### src/rtl/slid_pkg.sv
// types, codes and constants shared by the sorted list unit
`timescale 1ns / 1ps

package slid_pkg;

    localparam int CAPACITY_DEF = 16;
    localparam int DATA_W       = 32;

    localparam logic [1:0] FUNC_INSERT = 2'd0;
    localparam logic [1:0] FUNC_DELETE = 2'd1;
    localparam logic [1:0] FUNC_DUMP   = 2'd2;
    localparam logic [1:0] FUNC_NOP    = 2'd3;

    localparam logic [1:0] ST_OK        = 2'd0;
    localparam logic [1:0] ST_NOT_FOUND = 2'd1;
    localparam logic [1:0] ST_FULL      = 2'd2;
    localparam logic [1:0] ST_EMPTY     = 2'd3;

    typedef struct packed {
        logic [1:0]               func;
        logic signed [DATA_W-1:0] value;
    } in_t;

    typedef struct packed {
        logic [1:0]               status;
        logic signed [DATA_W-1:0] entry;
        logic [4:0]               count;
        logic                     last;
    } out_t;

    typedef struct packed {
        logic lt;
        logic eq;
    } cmp_res_t;

endpackage

### src/rtl/slid_ram.sv
// generic single write, single read ram with registered read data
`timescale 1ns / 1ps

module slid_ram #(
    parameter int WIDTH = 32,
    parameter int DEPTH = 16,
    parameter int AW    = (DEPTH > 1) ? $clog2(DEPTH) : 1
) (
    input  logic             clk,
    input  logic             we,
    input  logic [AW-1:0]    waddr,
    input  logic [WIDTH-1:0] wdata,
    input  logic [AW-1:0]    raddr,
    output logic [WIDTH-1:0] rdata
);

    logic [WIDTH-1:0] mem [DEPTH];

    always_ff @(posedge clk)
    begin
        if (we)
        begin
            mem[waddr] <= wdata;
        end
        rdata <= mem[raddr];
    end

endmodule

### src/rtl/slid_cmp.sv
// shared two's complement signed compare of a stored entry against the operand
`timescale 1ns / 1ps

module slid_cmp (
    input  logic signed [slid_pkg::DATA_W-1:0] a,
    input  logic signed [slid_pkg::DATA_W-1:0] b,
    output slid_pkg::cmp_res_t                 res
);

    import slid_pkg::*;

    always_comb
    begin
        res.lt = (a < b);
        res.eq = (a == b);
    end

endmodule

### src/rtl/sorted_list_insert_delete_unit.sv
// sorted list unit: sequencer over one entry ram and one shared comparator
// insert compares from the top down, moving entries up; delete compares from the
// bottom up, then moves entries down; dump reads out each entry in turn; full/empty
// and nop skip the steps; one ram read and one compare per step pair, busy meanwhile
// results appear for one cycle on done and cannot be stalled
// rst_n clears the sequencer and the entry count; ram contents stay undefined
`timescale 1ns / 1ps

module sorted_list_insert_delete_unit #(
    parameter int CAPACITY = slid_pkg::CAPACITY_DEF
) (
    input  logic           clk,
    input  logic           rst_n,
    input  logic           start,
    output logic           busy,
    input  slid_pkg::in_t  cmd,
    output logic           done,
    output slid_pkg::out_t result
);

    import slid_pkg::*;

    localparam int AW = (CAPACITY > 1) ? $clog2(CAPACITY) : 1;
    localparam int CW = $clog2(CAPACITY + 1);

    typedef enum logic [3:0] {
        S_IDLE,
        S_INS_RD,
        S_INS_CMP,
        S_INS_PUT,
        S_DEL_RD,
        S_DEL_CMP,
        S_SHL_RD,
        S_SHL_WR,
        S_DMP_RD,
        S_DMP_OUT
    } state_t;

    state_t             state_reg, state_next;
    logic [CW-1:0]      count_reg, count_next;
    logic [CW-1:0]      idx_reg, idx_next;
    in_t                op_reg, op_next;
    logic               done_reg, done_next;
    out_t               result_reg, result_next;

    logic [CW-1:0]      idx_inc, idx_dec;
    logic [CW+4:0]      count_wide_next;
    logic               ram_we;
    logic [AW-1:0]      ram_waddr, ram_raddr;
    logic [DATA_W-1:0]  ram_wdata, ram_rdata;
    cmp_res_t           cmp;

    slid_ram #(
        .WIDTH (DATA_W),
        .DEPTH (CAPACITY),
        .AW    (AW)
    ) u_ram (
        .clk   (clk),
        .we    (ram_we),
        .waddr (ram_waddr),
        .wdata (ram_wdata),
        .raddr (ram_raddr),
        .rdata (ram_rdata)
    );

    slid_cmp u_cmp (
        .a   (ram_rdata),
        .b   (op_reg.value),
        .res (cmp)
    );

    assign idx_inc         = idx_reg + CW'(1);
    assign idx_dec         = idx_reg - CW'(1);
    assign count_wide_next = (CW + 5)'(count_next);

    always_comb
    begin
        unique case (state_reg)
            S_INS_RD:
            begin
                ram_raddr = idx_dec[AW-1:0];
            end
            default:
            begin
                ram_raddr = idx_reg[AW-1:0];
            end
        endcase
    end

    always_comb
    begin
        state_next  = state_reg;
        count_next  = count_reg;
        idx_next    = idx_reg;
        op_next     = op_reg;
        done_next   = 1'b0;
        result_next = result_reg;
        ram_we      = 1'b0;
        ram_waddr   = idx_reg[AW-1:0];
        ram_wdata   = op_reg.value;

        unique case (state_reg)
            S_IDLE:
            begin
                if (start)
                begin
                    op_next = cmd;
                    unique case (cmd.func)
                        FUNC_INSERT:
                        begin
                            if (count_reg >= CW'(CAPACITY))
                            begin
                                done_next          = 1'b1;
                                result_next.status = ST_FULL;
                                result_next.entry  = cmd.value;
                                result_next.last   = 1'b1;
                            end
                            else
                            begin
                                idx_next = count_reg;
                                if (count_reg == '0)
                                begin
                                    state_next = S_INS_PUT;
                                end
                                else
                                begin
                                    state_next = S_INS_RD;
                                end
                            end
                        end
                        FUNC_DELETE:
                        begin
                            idx_next = '0;
                            if (count_reg == '0)
                            begin
                                done_next          = 1'b1;
                                result_next.status = ST_NOT_FOUND;
                                result_next.entry  = cmd.value;
                                result_next.last   = 1'b1;
                            end
                            else
                            begin
                                state_next = S_DEL_RD;
                            end
                        end
                        FUNC_DUMP:
                        begin
                            idx_next = '0;
                            if (count_reg == '0)
                            begin
                                done_next          = 1'b1;
                                result_next.status = ST_EMPTY;
                                result_next.entry  = '0;
                                result_next.last   = 1'b1;
                            end
                            else
                            begin
                                state_next = S_DMP_RD;
                            end
                        end
                        FUNC_NOP:
                        begin
                            done_next          = 1'b1;
                            result_next.status = ST_OK;
                            result_next.entry  = cmd.value;
                            result_next.last   = 1'b1;
                        end
                    endcase
                end
            end
            S_INS_RD:
            begin
                state_next = S_INS_CMP;
            end
            S_INS_CMP:
            begin
                // move the larger or equal entry up one slot
                if (cmp.lt)
                begin
                    state_next = S_INS_PUT;
                end
                else
                begin
                    ram_we    = 1'b1;
                    ram_wdata = ram_rdata;
                    idx_next  = idx_dec;
                    if (idx_reg == CW'(1))
                    begin
                        state_next = S_INS_PUT;
                    end
                    else
                    begin
                        state_next = S_INS_RD;
                    end
                end
            end
            S_INS_PUT:
            begin
                ram_we             = 1'b1;
                ram_wdata          = op_reg.value;
                count_next         = count_reg + CW'(1);
                done_next          = 1'b1;
                result_next.status = ST_OK;
                result_next.entry  = op_reg.value;
                result_next.last   = 1'b1;
                state_next         = S_IDLE;
            end
            S_DEL_RD:
            begin
                state_next = S_DEL_CMP;
            end
            S_DEL_CMP:
            begin
                if (cmp.eq)
                begin
                    if (idx_inc == count_reg)
                    begin
                        count_next         = count_reg - CW'(1);
                        done_next          = 1'b1;
                        result_next.status = ST_OK;
                        result_next.entry  = op_reg.value;
                        result_next.last   = 1'b1;
                        state_next         = S_IDLE;
                    end
                    else
                    begin
                        idx_next   = idx_inc;
                        state_next = S_SHL_RD;
                    end
                end
                else if (cmp.lt && (idx_inc != count_reg))
                begin
                    idx_next   = idx_inc;
                    state_next = S_DEL_RD;
                end
                else
                begin
                    done_next          = 1'b1;
                    result_next.status = ST_NOT_FOUND;
                    result_next.entry  = op_reg.value;
                    result_next.last   = 1'b1;
                    state_next         = S_IDLE;
                end
            end
            S_SHL_RD:
            begin
                state_next = S_SHL_WR;
            end
            S_SHL_WR:
            begin
                // close the gap by moving the entry down one slot
                ram_we    = 1'b1;
                ram_waddr = idx_dec[AW-1:0];
                ram_wdata = ram_rdata;
                if (idx_inc == count_reg)
                begin
                    count_next         = count_reg - CW'(1);
                    done_next          = 1'b1;
                    result_next.status = ST_OK;
                    result_next.entry  = op_reg.value;
                    result_next.last   = 1'b1;
                    state_next         = S_IDLE;
                end
                else
                begin
                    idx_next   = idx_inc;
                    state_next = S_SHL_RD;
                end
            end
            S_DMP_RD:
            begin
                state_next = S_DMP_OUT;
            end
            S_DMP_OUT:
            begin
                done_next          = 1'b1;
                result_next.status = ST_OK;
                result_next.entry  = ram_rdata;
                result_next.last   = (idx_inc == count_reg);
                idx_next           = idx_inc;
                if (idx_inc == count_reg)
                begin
                    state_next = S_IDLE;
                end
                else
                begin
                    state_next = S_DMP_RD;
                end
            end
            default:
            begin
                state_next = S_IDLE;
            end
        endcase

        result_next.count = count_wide_next[4:0];
    end

    always_ff @(posedge clk or negedge rst_n)
    begin
        if (!rst_n)
        begin
            state_reg  <= S_IDLE;
            count_reg  <= '0;
            idx_reg    <= '0;
            op_reg     <= '0;
            done_reg   <= 1'b0;
            result_reg <= '0;
        end
        else
        begin
            state_reg  <= state_next;
            count_reg  <= count_next;
            idx_reg    <= idx_next;
            op_reg     <= op_next;
            done_reg   <= done_next;
            result_reg <= result_next;
        end
    end

    assign busy   = (state_reg != S_IDLE);
    assign done   = done_reg;
    assign result = result_reg;

endmodule

### config.mk
export PLATFORM = sky130hd
export DESIGN_NAME = sorted_list_insert_delete_unit
export DESIGN_NICKNAME = d
export VERILOG_FILES = /design/src/rtl/slid_pkg.sv /design/src/rtl/slid_ram.sv /design/src/rtl/slid_cmp.sv /design/src/rtl/sorted_list_insert_delete_unit.sv
export SDC_FILE = /design/constraint.sdc
export NUM_CORES = 1
export LEC_CHECK = 0
export ABC_AREA = 1
export ABC_CLOCK_PERIOD_IN_PS = 3850
export BUFFER_PORTS_ARGS = -buffer_cell sky130_fd_sc_hd__buf_2
export CAP_MARGIN = 15
export CORE_UTILIZATION = 56
export CTS_CLUSTER_SIZE = 16
export DETAILED_ROUTE_END_ITERATION = 10
export PLACE_DENSITY = 0.76
export SYNTH_ARGS = -nofsm -noshare
export SYNTH_HDL_FRONTEND = slang
export SYNTH_SLANG_ARGS = --single-unit
### constraint.sdc
create_clock -name clk -period 3.85 [get_ports clk]
set_clock_uncertainty 0.05 [all_clocks]
set_input_delay 0.1925 -clock clk [delete_from_list [all_inputs] [get_ports clk]]
set_output_delay 0.1925 -clock clk [all_outputs]
set_load 0.01 [all_outputs]
==> results.toml, run 1 <==
[run_status]
status = "completed"

[cts]
ctsHtreeMaxLevel = 2
cts.repair.resized = 0
cts_buffers = 60
cts_num_sinks = 626
clk_latency_ns = 0.63
cts.reportedPaths.clkPinSlew_ns = 0.07
cts_tree = "done"
ctsLongestPathBuffers = 3
clockRootBuffer = "clkbuf_16"

[power_and_ir_drop]
clock_power_share = 0.196
p_switching_mw = 13.0
leakagePower_nw = 12.0
p_per_area_nw_per_um2 = 926
seq_power_share = 0.336
ir_worst_vdd_mv = 1.42
p_int_mw = 16.7
p_sw_frac = 0.437
p_comb_frac = 0.468

[detailed_routing]
viasPerCell = 5.98
wl_met2_microns = 33600
routed_wl_microns = 72200
vias = 21400
met3WireLength_microns = 6700
m1WireLength_microns = 29800
drc_errors = 0
final_antenna_net_count = 0
dr.first_iter.drc_count = 2539
routed.top_layer = "met5"
wl_per_cell_microns = 20.2
dr.pass1.iters = 6

[placed_design]
dp.cells = 3440
place_congestion = 0.923
portBuffers = 78
hpwl_microns = 43500

[setup_path]
cpPeakStageDelay_ns = 0.63
crit_type = "reg2reg"
crit_chain = "inv_1 -> ha_1 -> nand2_1 -> inv_1 -> o21ai_0 -> nand2_1 -> nor2_1 -> nand2_1 -> nand2_1 -> nand2_1 -> nand2_1 -> nand2_1 -> nand2_1 -> nand2_2 -> o21ai_0 -> buf_4"
startpoint_type = "flop"
cp.required_ns = 4.26
slowest_stage = "o21ai_0"
critPathTopFamily = "simple AND/OR/NAND/NOR gates"
cp_max_fo = 39
critical_path_arrival_ns = 3.89
path_buf_inv = 3
end_kind = "flop"
crit_top_cell = "nand2_1"

[global_routing]
grt_pass1_vias = 20100
grt_pass1_wl_microns = 111000
grt_max_degree = 258
grt-ovfl-total = 0
grt_use_total = 0.284
antenna_found_initial = 3

[final_layout]
syn_to_final_growth_pct = 13.6
final_layout_size_suffix_gt1_frac = 0.108
final_common_cell = "edfxtp_1"
largest_reg_flops = 512
layout_common_cells = "edfxtp_1, nor2_1, nand2_1, o21ai_0, inv_1"
diodes = 0
fin_util = 0.650
layout.nets = 2954
instances_no_fill = 3584

[sta]
worst_pin_slew_ns = 1.06
slew_violations = 0
hold_viol = 0
slew_headroom = 0.293
fin_crit_sh = 0.904
finalSetupTns_ns = 0
finalSetupViolCount = 0
final.min_clock_period_ns = 3.48
fmax_mhz = 287
rsz0062_at_grt = "false"
hold_ws_ns = 0.0408

[hold_path]
hold_class = "in2reg"

[floorplan]
fp.dieH_microns = 226
ios = 79
fp-row-count = 81
die_area_sq_um = 51300
start_util = 0.572
fp.dieW_microns = 226
core-area_sq_um = 49400

[synth]
synth_seq_cells = 626
ys_seq_area_frac = 0.640
yosysUniqueCellTypes = 51
synth_nets = 2844
mappedNetlistArea_sq_um = 28200
synth_ff_type = "edfxtp_1"
synth-warning-count = 0
synth_enable_flop_cells = 512
netlist_instances = 2762
async_flop_share = 0.131
synth_area_per_cell_sq_um = 10.2

[flow_run]
drv_cap = 0
repair_timing:
item	in CTS	in global routing
setup buffers	0	0
hold buffers	34	0
endpoints found under the hold margin	109	0
metal layers:
layer,track usage,vias to the layer above
met5,0,-
met4,0.100,2
met3,0.0483,180
met2,0.451,1114
met1,0.397,10300
li1,-,9847
cell usage after synthesis (2+ instances only):
| library cell | instances | area share |
|---|---|---|
| edfxtp_1 | 512 | 0.54 |
| inv_2 | 10 | 0.0013 |
| nand2_2 | 2 | 0.00044 |
| clkbuf_1 | 84 | 0.011 |
| nand2_1 | 427 | 0.057 |
| ha_1 | 44 | 0.020 |
| buf_2 | 68 | 0.012 |
| o211ai_1 | 127 | 0.034 |
| o21ai_2 | 3 | 0.00093 |
| o21ai_0 | 334 | 0.059 |
| buf_4 | 3 | 0.00080 |
| inv_1 | 167 | 0.022 |
| dfxtp_1 | 32 | 0.023 |
| dfrtp_1 | 82 | 0.073 |
| nand3_4 | 2 | 0.0012 |
| nor2_1 | 485 | 0.065 |
| xnor2_1 | 2 | 0.00062 |
| o2111ai_1 | 2 | 0.00062 |
| nor2_4 | 2 | 0.00080 |
| xor2_1 | 5 | 0.0016 |
| or2_2 | 2 | 0.00044 |
| a31oi_1 | 2 | 0.00044 |
| nor3_1 | 38 | 0.0067 |
| buf_6 | 3 | 0.0012 |
| a22oi_1 | 2 | 0.00053 |
| nand4_1 | 43 | 0.0095 |
| nand3_1 | 135 | 0.024 |
| a21oi_1 | 30 | 0.0053 |
| buf_1 | 2 | 0.00027 |
| o21ai_1 | 87 | 0.015 |
| o31ai_1 | 2 | 0.00053 |
| nor2_2 | 4 | 0.00089 |
final timing paths:
| path | startpoint | endpoint | slack [ns] | cells past startpoint |
|---|---|---|---|---|
| worst max-delay path | op_reg[13] | u_ram.mem[11][28] | 0.37 | 16 |
| worst min-delay path | cmd[32] | state_reg[2] | 0.04 | 4 |
| worst max register to register | op_reg[13] | u_ram.mem[11][28] | 0.37 | 16 |
| worst min register to register | result[25] | result[25] | 0.46 | 2 |
| max in group asynchronous | rst_n | result[11] | 2.64 | 3 |
| min in group asynchronous | rst_n | result[39] | 0.09 | 2 |
logic make-up after synthesis:
group / share of synthesized area
and+or+nand+nor: 0.168
buffers and inverters: 0.0494
adders and majority gates: 0.0202
AOI/OAI and AO/OA: 0.119
DFF: 0.640
xor gates and xnor gates: 0.00315
worst min-delay path: cells and delay by family:
kind / cells / cell delay [ns]
AO/OA/AOI/OAI: 2 / 0.17
buffers and inverters: 1 / 0.15
adder cells (fa/ha/maj): 1 / 0.16
final cells by class:
cell class	instances	area, sq um
clock inverters	41	379
repair buffers	208	1640
fillers	3677	17300
flip-flops and latches	626	18100
inverters	179	679
multi-input cells	1797	8910
clock buffers	69	1560
well taps	664	831
power groups by stage:
stage | Sequential (mW) | Clock [mW] | Combinational (mW)
after floorplan | 10.0 | 0 | 8.97
after global placement | 10.0 | 0 | 13.1
after detailed placement | 10.1 | 0 | 13.6
after CTS | 9.96 | 5.88 | 13.7
after global routing | 10.1 | 6.13 | 15.4
final | 9.98 | 5.81 | 13.9
metrics by stage:
step                      area [sq um]  total power [mW]  setup slack (ns)
final                            32100              29.7             0.371
after detailed placement         29800              23.7             0.488
after global routing             32100              31.5             0.149
after CTS                        32100              29.5             0.461
after global placement           29800              23.2             0.603
after floorplan                  28200              19.0             0.245
(Power assumes the default switching activity.)
==> run 2, diff against run 1 <==
==> constraint.sdc (replaced) <==
create_clock -name clk -period 3.85 [get_ports clk]
set_clock_uncertainty 0.05 [all_clocks]
set_input_delay 0.385 -clock clk [delete_from_list [all_inputs] [get_ports clk]]
set_output_delay 0.385 -clock clk [all_outputs]
set_load 0.01 [all_outputs]
==> results.toml, run 2 (synthesis results as in run 1) <==
[sta]
rsz0062_at_grt = "false"
finalSetupTns_ns = 0
fmax_mhz = 292
final.min_clock_period_ns = 3.42
worst_pin_slew_ns = 0.960
hold_viol = 0
hold_ws_ns = 0.192
finalSetupViolCount = 0
slew_violations = 0
slew_headroom = 0.360
finalWorstSetupSlack_ns = 0.430
fin_crit_sh = 0.888

[cts]
ctsLongestPathBuffers = 3
cts_tree = "done"
cts.reportedPaths.clkPinSlew_ns = 0.06
clockRootBuffer = "clkbuf_16"
ctsHtreeMaxLevel = 2
clk_latency_ns = 0.65
cts_num_sinks = 626
cts_buffers = 60

[placed_design]
dp.cells = 3440
place_congestion = 0.926
post_dp_cell_area_sq_um = 29800
hpwl_microns = 43700
pre_cts_ws_ns = 0.515
portBuffers = 78

[setup_path]
crit_top_cell = "nand2_1"
cp.required_ns = 4.16
r2r_slack_ns = 0.43
startpoint_type = "flop"
crit_chain = "inv_1 -> ha_1 -> nand2_1 -> inv_1 -> nand3_1 -> a21oi_1 -> nor2_1 -> nand2_1 -> nand2_1 -> nand2_1 -> nand2_1 -> nand2_1 -> nand2_1 -> nand2_2 -> buf_4 -> o21ai_0 -> buf_4"
critical_path_arrival_ns = 3.73
cp_max_fo = 39
worst-r2r-cell-count = 17
cpPeakStageDelay_ns = 0.48
end_kind = "flop"
slowest_stage = "nand2_2"
crit_type = "reg2reg"

[flow_run]
drv_cap = 0

[hold_path]
hold_depth = 4
hold_class = "in2reg"

[power_and_ir_drop]
p_total_mw = 30.2
ir_worst_vdd_mv = 1.42
p_per_area_nw_per_um2 = 937
leakagePower_nw = 12.1

[detailed_routing]
wl_per_cell_microns = 20.3
drc_errors = 0
dr.first_iter.drc_count = 2662
vias = 21300
dr.pass1.iters = 8
final_antenna_net_count = 0
routed_wl_microns = 72900
viasPerCell = 5.93

[global_routing]
grt_use_total = 0.288
grt_pass1_wl_microns = 112000
antenna_found_initial = 4
grt_pass1_vias = 20100
grt_max_degree = 258
grt-ovfl-total = 0

[final_layout]
instances_no_fill = 3585
fin_util = 0.653
layout.nets = 2953
final_common_cell = "edfxtp_1"
num-fill-cells = 3685
finalInstanceArea_sq_um = 32200
final_layout_size_suffix_gt1_frac = 0.108
largest_reg_flops = 512
diodes = 0
syn_to_final_growth_pct = 14.2
layout_common_cells = "edfxtp_1, nor2_1, nand2_1, o21ai_0, inv_1"

[floorplan]
fp-row-count = 81
start_util = 0.572
fp.dieW_microns = 226
ios = 79
die_area_sq_um = 51300
core-area_sq_um = 49400
fp.dieH_microns = 226

[run_status]
status = "completed"
[run 2: power by group]
part	switching (mW)	total, mW	internal, mW	leakage, nW
Sequential	0.641	9.99	9.35	5.94
Combinational	9.88	13.9	4.07	5.15
Clock	2.56	6.25	3.68	1.01
Total	13.1	30.2	17.1	12.1
[run 2: final timing paths]
path	to	startpoint
max in group asynchronous	result[11]	rst_n
setup reg to reg	u_ram.mem[7][6]	op_reg[15]
hold reg to reg	result[11]	result[11]
setup / recovery	u_ram.mem[7][6]	op_reg[15]
hold / removal	state_reg[3]	cmd[33]
min in group asynchronous	result[39]	rst_n
[run 2: cell type report]
class / instances / area (sq um) / area share
tap: 664 / 831 / 0.0258
clock inverter: 37 / 518 / 0.0161
clock buffer: 75 / 1590 / 0.0493
inverter: 179 / 679 / 0.0211
multi-input combinational: 1797 / 8910 / 0.277
sequential: 626 / 18100 / 0.561
timing repair buffer: 207 / 1630 / 0.0506
[run 2: worst max-delay path, delay by kind of cell (launching register included)]
kind / cells / cell delay [ns]
compound gates: 2 / 0.30
fa+ha+maj: 1 / 0.31
buf+inv: 4 / 0.73
flops: 1 / 0.37
simple gates: 10 / 1.35
[run 2: layer usage]
layer | share of wire | track usage | wire length [microns]
met4 | 0.034 | 0.116 | 2490
met2 | 0.46 | 0.453 | 33800
met3 | 0.091 | 0.0467 | 6660
met1 | 0.41 | 0.400 | 29900
met5 | 0.00018 | 0 | 13
[run 2: timing repair]
action	4_1_cts	5_1_grt
hold buffers	33	0
endpoints found under the setup margin	0	0
gates resized for setup	0	0
setup buffers	0	0
endpoints found under the hold margin	83	0
